$ cat src/hdl/srsd_pkg.sv
// ----------------------------------------------------------------------------
// srsd_pkg: shared types and decode helpers for the stitch record decoder
// Stitch kind codes, result word layout and balanced-ternary weight helpers.
// ----------------------------------------------------------------------------
package srsd_pkg;

  typedef enum logic [1:0] {
    KIND_NORMAL = 2'd0,
    KIND_TRIM   = 2'd1,
    KIND_STOP   = 2'd2,
    KIND_END    = 2'd3
  } kind_t;

  // Byte position within a record
  localparam logic [1:0] POS_FIRST  = 2'd0;
  localparam logic [1:0] POS_SECOND = 2'd1;
  localparam logic [1:0] POS_THIRD  = 2'd2;

  // Third byte codes
  localparam logic [7:0] END_CODE  = 8'hF3;
  localparam logic [7:0] KIND_MASK = 8'hC3;
  localparam logic [7:0] TRIM_CODE = 8'h83;
  localparam logic [7:0] STOP_CODE = 8'hC3;

  // Balanced-ternary weights
  localparam logic signed [7:0] W1  = 8'sd1;
  localparam logic signed [7:0] W3  = 8'sd3;
  localparam logic signed [7:0] W9  = 8'sd9;
  localparam logic signed [7:0] W27 = 8'sd27;
  localparam logic signed [7:0] W81 = 8'sd81;

  // Output queue geometry
  localparam int FIFO_DEPTH = 4;
  localparam int PTR_W      = 2;
  localparam int CNT_W      = 3;

  typedef struct packed {
    logic signed [7:0] move_x;
    logic signed [7:0] move_y;
    kind_t             kind;
    logic              last;
  } result_t;

  function automatic kind_t kind_of(input logic [7:0] t);
    kind_t k;
    k = KIND_NORMAL;
    if (t == END_CODE) begin
      k = KIND_END;
    end else if ((t & KIND_MASK) == TRIM_CODE) begin
      k = KIND_TRIM;
    end else if ((t & KIND_MASK) == STOP_CODE) begin
      k = KIND_STOP;
    end
    return k;
  endfunction

  // +w if pos bit set, -w if neg bit set, both cancel
  function automatic logic signed [7:0] tern(input logic pos, input logic neg,
                                             input logic signed [7:0] w);
    logic signed [7:0] r;
    r = 8'sd0;
    if (pos) r = r + w;
    if (neg) r = r - w;
    return r;
  endfunction

endpackage

$ cat src/hdl/stitch_record_stream_decoder.sv
// ----------------------------------------------------------------------------
// stitch_record_stream_decoder
// Groups a byte stream into 3-byte balanced-ternary stitch records.
// ----------------------------------------------------------------------------
// The decoder takes one file byte per cycle while the queue has room and
// emits one result word per completed 3-byte record, carrying the relative
// x/y move in tenths of a millimetre (-121..121) and the stitch kind
// (normal, trim, stop, end). Bytes after an end record are dropped until
// the byte flagged stream_end. A byte flagged stream_end closes the stream:
// a partial record is dropped, a zero-move end word is appended when no end
// record was seen, and all record state returns to its reset value. run_last
// marks the final word caused by a byte. Decode is a single shallow pass
// from the record holding registers into a 4-entry result queue; a byte is
// taken whenever the queue has room for two words, so with the result side
// ready every cycle the decoder sustains one byte per cycle, and each word
// is registered in the queue. A byte that yields two words needs an extra
// output slot, which the queue absorbs.
// ----------------------------------------------------------------------------
module stitch_record_stream_decoder
  import srsd_pkg::*;
(
  input  logic              clk,
  input  logic              rst_n,
  input  logic              in_valid,
  output logic              in_ready,
  input  logic [7:0]        in_data_byte,
  input  logic              in_stream_end,
  output logic              out_valid,
  input  logic              out_ready,
  output logic signed [7:0] out_move_x,
  output logic signed [7:0] out_move_y,
  output logic [1:0]        out_stitch_kind,
  output logic              out_run_last
);

  // Record state
  logic [1:0] pos_r,   pos_nxt;
  logic [7:0] b0_r,    b0_nxt;
  logic [7:0] b1_r,    b1_nxt;
  logic       end_r,   end_nxt;

  // Result queue
  result_t              q_r [FIFO_DEPTH];
  logic [PTR_W-1:0]     wr_ptr_r, wr_ptr_nxt;
  logic [PTR_W-1:0]     rd_ptr_r, rd_ptr_nxt;
  logic [CNT_W-1:0]     cnt_r,    cnt_nxt;

  logic       in_acc, out_acc;
  logic       rec_vld, eos_vld;
  logic [1:0] n_push;
  kind_t      rec_kind;
  logic signed [7:0] rec_x, rec_y;
  result_t    res0, res1;
  logic [PTR_W-1:0] wr_ptr_p1;

  assign in_ready = (cnt_r <= CNT_W'(FIFO_DEPTH - 2));
  assign in_acc   = in_valid && in_ready;
  assign out_valid = (cnt_r != '0);
  assign out_acc  = out_valid && out_ready;

  // Decode the record completed by the incoming byte
  always_comb begin
    rec_kind = kind_of(in_data_byte);
    rec_x = tern(b0_r[0], b0_r[1], W1) + tern(b0_r[2], b0_r[3], W9)
          + tern(b1_r[0], b1_r[1], W3) + tern(b1_r[2], b1_r[3], W27)
          + tern(in_data_byte[2], in_data_byte[3], W81);
    rec_y = tern(b0_r[7], b0_r[6], W1) + tern(b0_r[5], b0_r[4], W9)
          + tern(b1_r[7], b1_r[6], W3) + tern(b1_r[5], b1_r[4], W27)
          + tern(in_data_byte[5], in_data_byte[4], W81);
  end

  // Next record state and the words this byte produces
  always_comb begin
    pos_nxt = pos_r;
    b0_nxt  = b0_r;
    b1_nxt  = b1_r;
    end_nxt = end_r;
    rec_vld = 1'b0;
    eos_vld = 1'b0;
    if (in_acc) begin
      if (!end_r) begin
        case (pos_r)
          POS_FIRST: begin
            b0_nxt  = in_data_byte;
            pos_nxt = POS_SECOND;
          end
          POS_SECOND: begin
            b1_nxt  = in_data_byte;
            pos_nxt = POS_THIRD;
          end
          POS_THIRD: begin
            rec_vld = 1'b1;
            pos_nxt = POS_FIRST;
            if (rec_kind == KIND_END) end_nxt = 1'b1;
          end
          default: begin
            pos_nxt = POS_FIRST;
          end
        endcase
      end
      if (in_stream_end) begin
        // Close the stream: append end word if none seen, then clear
        eos_vld = !end_nxt;
        pos_nxt = POS_FIRST;
        b0_nxt  = '0;
        b1_nxt  = '0;
        end_nxt = 1'b0;
      end
    end
  end

  assign n_push = {1'b0, rec_vld} + {1'b0, eos_vld};

  // Slot 0 takes the record word if any, else the end word; slot 1 the end word
  always_comb begin
    res0.move_x = rec_vld ? rec_x : 8'sd0;
    res0.move_y = rec_vld ? rec_y : 8'sd0;
    res0.kind   = rec_vld ? rec_kind : KIND_END;
    res0.last   = (n_push == 2'd1);
    res1.move_x = 8'sd0;
    res1.move_y = 8'sd0;
    res1.kind   = KIND_END;
    res1.last   = 1'b1;
  end

  assign wr_ptr_p1  = wr_ptr_r + PTR_W'(1);
  assign wr_ptr_nxt = wr_ptr_r + PTR_W'(n_push);
  assign rd_ptr_nxt = rd_ptr_r + PTR_W'(out_acc);
  assign cnt_nxt    = cnt_r + CNT_W'(n_push) - CNT_W'(out_acc);

  // Control state
  always_ff @(posedge clk) begin
    if (!rst_n) begin
      pos_r    <= POS_FIRST;
      b0_r     <= '0;
      b1_r     <= '0;
      end_r    <= 1'b0;
      wr_ptr_r <= '0;
      rd_ptr_r <= '0;
      cnt_r    <= '0;
    end else begin
      pos_r    <= pos_nxt;
      b0_r     <= b0_nxt;
      b1_r     <= b1_nxt;
      end_r    <= end_nxt;
      wr_ptr_r <= wr_ptr_nxt;
      rd_ptr_r <= rd_ptr_nxt;
      cnt_r    <= cnt_nxt;
    end
  end

  // Queue payload, no reset
  always_ff @(posedge clk) begin
    if (n_push != 2'd0) begin
      q_r[wr_ptr_r] <= res0;
    end
    if (n_push == 2'd2) begin
      q_r[wr_ptr_p1] <= res1;
    end
  end

  assign out_move_x      = q_r[rd_ptr_r].move_x;
  assign out_move_y      = q_r[rd_ptr_r].move_y;
  assign out_stitch_kind = q_r[rd_ptr_r].kind;
  assign out_run_last    = q_r[rd_ptr_r].last;

  // Queue never overflows
  assert property (@(posedge clk) disable iff (!rst_n)
    cnt_r <= CNT_W'(FIFO_DEPTH))
    else $error("result queue overflow");

  // A closing byte always leaves clean record state
  assert property (@(posedge clk) disable iff (!rst_n)
    (in_acc && in_stream_end) |=> (pos_r == POS_FIRST && !end_r))
    else $error("state not cleared after stream end");

  // Once an end record is seen, no partial record is held
  assert property (@(posedge clk) disable iff (!rst_n)
    end_r |-> (pos_r == POS_FIRST))
    else $error("partial record held after end record");

  // Record position stays within a record
  assert property (@(posedge clk) disable iff (!rst_n)
    pos_r != 2'd3)
    else $error("record position out of range");

endmodule
$ cat config.mk
export PLATFORM = sky130hd
export DESIGN_NAME = stitch_record_stream_decoder
export DESIGN_NICKNAME = d
export VERILOG_FILES = /design/src/hdl/srsd_pkg.sv /design/src/hdl/stitch_record_stream_decoder.sv
export SDC_FILE = /design/constraint.sdc
export NUM_CORES = 1
export LEC_CHECK = 0
export ABC_AREA = 0
export BUFFER_PORTS_ARGS = -buffer_cell sky130_fd_sc_hd__buf_2
export CAP_MARGIN = 30
export CELL_PAD_IN_SITES_DETAIL_PLACEMENT = 0
export CELL_PAD_IN_SITES_GLOBAL_PLACEMENT = 2
export CORE_UTILIZATION = 25
export DETAILED_ROUTE_END_ITERATION = 8
export PLACE_DENSITY = 0.63
export REMOVE_ABC_BUFFERS = 1
export SYNTH_ARGS = -nofsm -noshare
export SYNTH_HDL_FRONTEND = slang
export SYNTH_SLANG_ARGS = --single-unit
$ cat constraint.sdc
create_clock -name clk -period 7 [get_ports clk]
set_clock_uncertainty 0.2 [all_clocks]
set_input_delay 0.7 -clock clk [delete_from_list [all_inputs] [get_ports clk]]
set_output_delay 0.7 -clock clk [all_outputs]
set_load 0.01 [all_outputs]
==> results.py, run 1 <==
metrics = {
    "outcome": {
        "status": "finished, final reports clean",
    },
    "timing": {
        "rsz0062_at_grt": "no",
        "setup_ws_ns": 2.79,
        "post-route-period-util": 0.601,
        "worstMarginPinSlew_ns": 0.921,
        "tns_ns": 0,
        "relSlewSlack": 0.386,
        "finalSetupViolations": 0,
        "drv_slew": 0,
        "finalCriticalPeriod_ns": 4.21,
        "fmax_ghz": 0.238,
        "hold_violations": 0,
    },
    "worst_setup_path": {
        "slowest_delay_ns": 0.56,
        "critPathMaxFanout": 4,
        "required_ns": 7.09,
        "cp_top_family": "adder cells",
        "critPathSlowestCell": "fa_1",
        "crit_path_start_kind": "flip-flop",
        "path_cells": "inv_1, ha_1, inv_1, fa_1, inv_1, fa_1, inv_1, fa_1, inv_1, ha_1, a21o_1, o21ba_2, nor3_1, nand2_1, a21oi_1",
        "path_common_cell": "inv_1",
        "endpoint_kind": "flip-flop",
        "cp.arrival_ns": 4.30,
        "cp_num_buf_inv": 5,
        "criticalPathCategory": "reg2reg",
    },
    "clock_tree": {
        "post_cts_resize_count": 0,
        "h-tree-depth": 3,
        "clk_pin_slew_ns": 0.07,
        "cts_max_path_buffers": 2,
        "numClockSinks": 102,
        "post_cts_buffers": 0,
        "clkLatencyLatePin_ns": 0.35,
        "cts_buffers": 9,
        "cts_tree": "done",
        "cts-root-buf": "clkbuf_16",
        "cts_hold_buf": 0,
    },
    "cells_and_area": {
        "layout-drive-gt1-share": 0.130,
        "num_antenna_cells": 0,
        "final_area_mm2": 0.00694,
        "area_growth_pct": 13.0,
        "layout.cells.non_filler": 1021,
        "final_nets": 788,
    },
    "placed_design": {
        "dpl.cell_count": 1005,
        "place_ws_ns": 2.79,
        "globalplace.congestion": 0.786,
        "hpwl_mm": 11.7,
        "port_buffers": 33,
        "placed_area_mm2": 0.00663,
    },
    "drt": {
        "viasPerCell": 4.60,
        "wl_mm": 16.6,
        "drt_pre_antenna_iters": 4,
        "postRouteAntennaNets": 0,
        "drtIter0Drc": 198,
        "wl_per_cell_um": 16.3,
        "via_count": 4693,
        "drc": 0,
    },
    "synth": {
        "synth.yosys.seq_area_share": 0.332,
        "synth.avg_cell_area_um2": 9.06,
        "synth_area_leader_cell": "dfxtp_1",
        "synth.top_cells.by_area": "dfxtp_1 (33%), fa_1 (11%), ha_1 (9.2%)",
        "netlist_instances": 678,
        "synth_edf_count": 0,
        "synth-seq-cells": 102,
        "netlist_area_mm2": 0.00614,
        "yosysWarningCount": 0,
        "yosysUniqueCellTypes": 48,
        "synthArstFlopShare": 0,
        "synth_ff_type": "dfxtp_1",
        "yosysTopAreaCellShare": 0.332,
    },
    "run": {
        "drv_cap": 0,
    },
    "global_route": {
        "overflow": 0,
        "grt_pass1_wl_mm": 26.5,
        "grt_pass1_vias": 4752,
        "antenna_found_initial": 0,
        "grt_max_degree": 34,
        "grt_usage": 0.136,
    },
    "power": {
        "ir_worst_vdd_mv": 0.0857,
        "leakage_uw": 0.00281,
        "powerDensity_mw_per_mm2": 241,
    },
    "die": {
        "initial_core_util": 0.259,
        "die-height_um": 159,
        "coreArea_mm2": 0.0238,
        "die_w_um": 159,
        "die_area_mm2": 0.0252,
        "num_io_pins": 34,
        "rows": 56,
    },
    "min_path": {
        "hp-class": "reg2reg",
    },
}
[cells in the mapped netlist (all sizes together), types with 3 or more instances]
cell type  instances
and2              11
nor2b             23
o21ai             10
a211oi             4
xnor2              7
nand4             12
a22oi             16
ha                45
dfxtp            102
xor2               4
nand2            101
fa                33
nor3              16
o22ai              3
o211ai            12
inv               80
a21oi             52
buf               10
nand3             30
clkbuf            23
nor3b              7
or2                5
nor2              19
mux4              19
or3               15
[tightest hold or removal path: stages, from the launching register on]
cell and delay [ns]:
dfxtp_1 0.31, nand2_1 0.05, a21oi_1 0.05
[power breakdown]
part	total [uW]	switching, uW	internal (uW)
Clock	528	237	291
Sequential	656	30.5	625
Combinational	487	284	203
Total	1670	551	1120
[per-layer routing]
| metal | track usage | vias to the layer above | wire length (um) | part of all wire |
|---|---|---|---|---|
| li1 | - | 2322 | - | - |
| met1 | 0.174 | 2255 | 7610 | 0.46 |
| met2 | 0.231 | 102 | 8080 | 0.49 |
| met3 | 0.0235 | 14 | 752 | 0.045 |
| met4 | 0.0410 | 0 | 183 | 0.011 |
| met5 | 0 | - | 0 | 0 |
[registers in the layout (all words and copies together) (netlist names)]
name and count:
q_r 76, b0_r 8, b1_r 8, cnt_r 3, pos_r 2, rd_ptr_r 2
wr_ptr_r 2, end_r 1
[path summary, 6_finish.rpt]
path	from	endpoint	slack [ns]	cells after the start
min	q_r[2][12]	q_r[2][12]	0.25	2
max reg2reg	b0_r[0]	q_r[1][15]	2.79	15
max	b0_r[0]	q_r[1][15]	2.79	15
min reg2reg	q_r[2][12]	q_r[2][12]	0.25	2
[stage by stage]
| step | total power, uW | utilization | hold WS [ns] |
|---|---|---|---|
| final | 1670 | 0.292 | 0.254 |
| after global routing | 1780 | 0.292 | 0.274 |
| after CTS | 1700 | 0.292 | 0.256 |
| after detailed placement | 1170 | 0.279 | 0.243 |
| after global placement | 1160 | 0.279 | 0.239 |
| after floorplan | 1010 | - | 0.220 |
[logic make-up (layout without fill, tap and decap cells)]
| group | after synthesis | after routing | synth area share |
|---|---|---|---|
| mux | 19 | 19 | 0.0697 |
| flops | 102 | 102 | 0.332 |
| xor+xnor | 11 | 11 | 0.0157 |
| buf+inv | 114 | 138 | 0.0731 |
| fa+ha+maj | 78 | 78 | 0.199 |
| simple gates | 245 | 245 | 0.198 |
| compound gates | 109 | 109 | 0.112 |
[area by class of cell]
class / count / area, um2
fillers: 2517 / 16800
multi-input cells: 462 / 3650
flip-flops and latches: 102 / 2040
well taps: 319 / 399
inverters: 81 / 309
clock buffers: 11 / 243
repair buffers: 41 / 233
clock inverters: 5 / 65.1
[placed cells by master (no fill, tap or decap), types with 3 or more instances in the layout]
cell / synthesis / routed
clkbuf_16: 0 / 9
and2_1: 10 / 10
xor2_1: 4 / 4
inv_1: 80 / 80
or3_1: 15 / 15
a22oi_1: 16 / 16
or2_2: 5 / 5
nand3_1: 29 / 29
nor3b_1: 6 / 6
nor2_1: 18 / 18
a211oi_1: 3 / 3
buf_4: 2 / 7
nand4_1: 12 / 12
dfxtp_1: 102 / 102
xnor2_1: 7 / 7
buf_2: 7 / 33
nor3_1: 16 / 16
o21ai_0: 8 / 8
ha_1: 45 / 45
fa_1: 33 / 33
o211ai_1: 12 / 12
a21oi_1: 51 / 51
nand2_1: 99 / 99
mux4_2: 19 / 19
nor2b_1: 23 / 23
Note: power is estimated with default switching activity, not from simulation.
==> inputs of run 2 (changes only) <==
--- a/config.mk
+++ b/config.mk
@@ -5,14 +5,14 @@
 export SDC_FILE = /design/constraint.sdc
 export NUM_CORES = 1
 export LEC_CHECK = 0
-export ABC_AREA = 0
+export ABC_AREA = 1
 export BUFFER_PORTS_ARGS = -buffer_cell sky130_fd_sc_hd__buf_2
 export CAP_MARGIN = 30
 export CELL_PAD_IN_SITES_DETAIL_PLACEMENT = 0
 export CELL_PAD_IN_SITES_GLOBAL_PLACEMENT = 2
 export CORE_UTILIZATION = 25
 export DETAILED_ROUTE_END_ITERATION = 8
-export PLACE_DENSITY = 0.63
+export PLACE_DENSITY = 0.68
 export REMOVE_ABC_BUFFERS = 1
 export SYNTH_ARGS = -nofsm -noshare
 export SYNTH_HDL_FRONTEND = slang
==> constraint.sdc (replaced) <==
create_clock -name clk -period 3.7 [get_ports clk]
set_clock_uncertainty 0.2 [all_clocks]
set_input_delay 0.37 -clock clk [delete_from_list [all_inputs] [get_ports clk]]
set_output_delay 0.37 -clock clk [all_outputs]
set_load 0.01 [all_outputs]
==> results.py, run 2 <==
metrics = {
    "outcome": {
        "status": "finished, final reports clean",
    },
    "clock_tree": {
        "cts_hold_buf": 0,
        "cts_buffers": 9,
        "clk_pin_slew_ns": 0.07,
        "clkLatencyLatePin_ns": 0.35,
        "numClockSinks": 102,
        "cts-root-buf": "clkbuf_16",
        "h-tree-depth": 3,
        "cts_tree": "done",
        "cts_max_path_buffers": 2,
    },
    "power": {
        "p_clk_frac": 0.198,
        "swShare": 0.395,
        "powerDensity_mw_per_mm2": 629,
        "combPwrFrac": 0.438,
        "seq_power_share": 0.363,
        "switchingPower_uw": 1830,
        "ir_worst_vdd_mv": 0.256,
        "intPower_uw": 2800,
        "leakage_uw": 0.00315,
    },
    "synth": {
        "synth_common_cells": "nand2_1 (125), inv_1 (121), o21ai_0 (104), dfxtp_1 (102), a21oi_1 (92)",
        "synth_area_leader_cell": "dfxtp_1",
        "synth_most_common_cell": "nand2_1",
        "synthArstFlopShare": 0,
        "netlist_instances": 803,
        "synth.yosys.seq_area_share": 0.335,
        "synth_edf_count": 0,
        "yosysUniqueCellTypes": 24,
        "netlist_area_mm2": 0.00609,
        "synth.top_cells.by_area": "dfxtp_1 (34%), fa_1 (11%), ha_1 (9.2%)",
        "yosysTopAreaCellShare": 0.335,
        "synth-seq-cells": 102,
        "synth.avg_cell_area_um2": 7.59,
        "yosysWarningCount": 0,
        "synth_ff_type": "dfxtp_1",
    },
    "drt": {
        "wl_per_cell_um": 13.8,
        "drtIter0Drc": 212,
        "drt_pre_antenna_iters": 5,
        "wl_mm": 16.2,
        "drc": 0,
        "viasPerCell": 4.43,
        "via_count": 5174,
        "postRouteAntennaNets": 0,
    },
    "die": {
        "initial_core_util": 0.257,
        "rows": 56,
        "die_w_um": 158,
        "coreArea_mm2": 0.0237,
        "die-height_um": 158,
        "num_io_pins": 34,
        "die_area_mm2": 0.0250,
    },
    "timing": {
        "worstMarginPinSlew_ns": 0.726,
        "rsz0062_at_grt": "yes",
        "fmax_ghz": 0.277,
        "hold_violations": 0,
        "holdWs_ns": 0.0932,
        "finalCriticalPeriod_ns": 3.61,
        "drv_slew": 0,
        "finalSetupViolations": 0,
        "setup_ws_ns": 0.0863,
        "post-route-period-util": 0.977,
        "relSlewSlack": 0.515,
    },
    "global_route": {
        "grt_max_degree": 39,
        "grt_usage": 0.135,
        "grt_pass1_wl_mm": 25.9,
        "antenna_found_initial": 0,
        "overflow": 0,
        "grt_pass1_vias": 4812,
    },
    "cells_and_area": {
        "top_register": "q_r",
        "area_growth_pct": 20.9,
        "largestRegisters": "q_r: 76 flops, b0_r: 8 flops, b1_r: 8 flops",
        "fin_util": 0.311,
        "num-fill-cells": 2614,
        "layout_commonest_cell": "nand2_1",
        "largest_reg_flops": 76,
        "final_cell_mix": "nand2_1 (117), o21ai_0 (104), inv_1 (102)",
        "num_antenna_cells": 0,
        "final_nets": 936,
        "final_area_mm2": 0.00736,
        "layout-drive-gt1-share": 0.198,
    },
    "placed_design": {
        "hpwl_mm": 11.4,
        "port_buffers": 33,
        "place_ws_ns": -0.0538,
        "globalplace.congestion": 0.713,
        "placed_area_mm2": 0.00672,
    },
    "run": {
        "drv_cap": 0,
    },
    "worst_setup_path": {
        "required_ns": 3.78,
        "cp.arrival_ns": 3.70,
        "endpoint_kind": "flip-flop",
        "crit_path_start_kind": "flip-flop",
        "critPathMaxFanout": 4,
        "criticalPathCategory": "reg2reg",
    },
    "min_path": {
        "hp-class": "in2reg",
    },
}
run 2: cell types whose count changed after synthesis, moves of 23 or more:
cell	before	now
a21oi_1	51	92
inv_1	80	121
nand2_1	99	125
nor2_1	18	57
nor2b_1	23	0
o21ai_0	8	104
run 2: area by class of cell:
| class | instances | area (um2) | share of cell area |
|---|---|---|---|
| Multi-Input combinational cell | 546 | 3770 | 0.512 |
| Sequential cell | 102 | 2060 | 0.280 |
| Inverter | 123 | 467 | 0.0634 |
| Tap cell | 319 | 399 | 0.0542 |
| Timing Repair Buffer | 63 | 394 | 0.0535 |
| Clock buffer | 11 | 233 | 0.0316 |
| Clock inverter | 5 | 42.5 | 0.00578 |
run 2: power groups by stage:
| stage | registers [uW] | logic [uW] | clock network [uW] |
|---|---|---|---|
| after floorplan | 1660 | 1290 | 0 |
| after global placement | 1700 | 1910 | 0 |
| after detailed placement | 1690 | 1920 | 0 |
| after CTS | 1670 | 1940 | 953 |
| after global routing | 1730 | 2330 | 989 |
| final | 1680 | 2030 | 917 |
run 2: metal layers:
metal	up-vias	share of wire	global-route usage
li1	2700	-	-
met1	2398	0.51	0.188
met2	64	0.45	0.213
met3	12	0.032	0.0249
met4	0	0.011	0.0362
met5	-	0	0
run 2: logic make-up (layout without fill, tap and decap cells):
logic type | after synthesis | count (layout) | synth area share
AND/OR/NAND/NOR | 242 | 242 | 0.172
AO/OA/AOI/OAI | 223 | 223 | 0.189
buffers and inverters | 155 | 202 | 0.0982
flip-flops | 102 | 102 | 0.335
adder cells (fa/ha/maj) | 78 | 78 | 0.201
XOR/XNOR | 3 | 3 | 0.00431
run 2: timing repair:
action                                 in CTS  in global routing
pin swaps                                   7                 35
endpoints found under the hold margin       0                  0
gates resized for setup                    18                 73
buffers inserted                            0                  5
setup endpoints to repair                  23                 40
run 2: worst paths after layout:
check	from	depth (start not counted)	slack, ns	to
worst max-delay path	b1_r[1]	15	0.09	q_r[0][16]
worst min-delay path	rst_n	3	0.09	rd_ptr_r[0]
worst max register to register	b1_r[1]	15	0.09	q_r[0][16]
worst min register to register	b0_r[0]	2	0.27	b0_r[0]
run 2: through the flow:
stage               setup TNS, ns  total power, uW  instances
detailed placement         -0.864             3610       1148
finish                          0             4630       1169
global route               -0.146             5050       1169
floorplan                 -0.0796             2950        771
CTS                             0             4570       1164
global placement           -0.339             3610       1148
run 2: critical path, cell delays in order, from the launching register on:
cell and delay [ns]:
dfxtp_4 0.36, buf_6 0.12, ha_4 0.21, fa_2 0.40, fa_1 0.51, fa_1 0.40, inv_1 0.07, ha_2 0.18
inv_2 0.04, fa_2 0.37, inv_2 0.06, nand2_2 0.06, nand2_2 0.08, a21oi_2 0.05, nand3b_1 0.26, a21oi_1 0.19
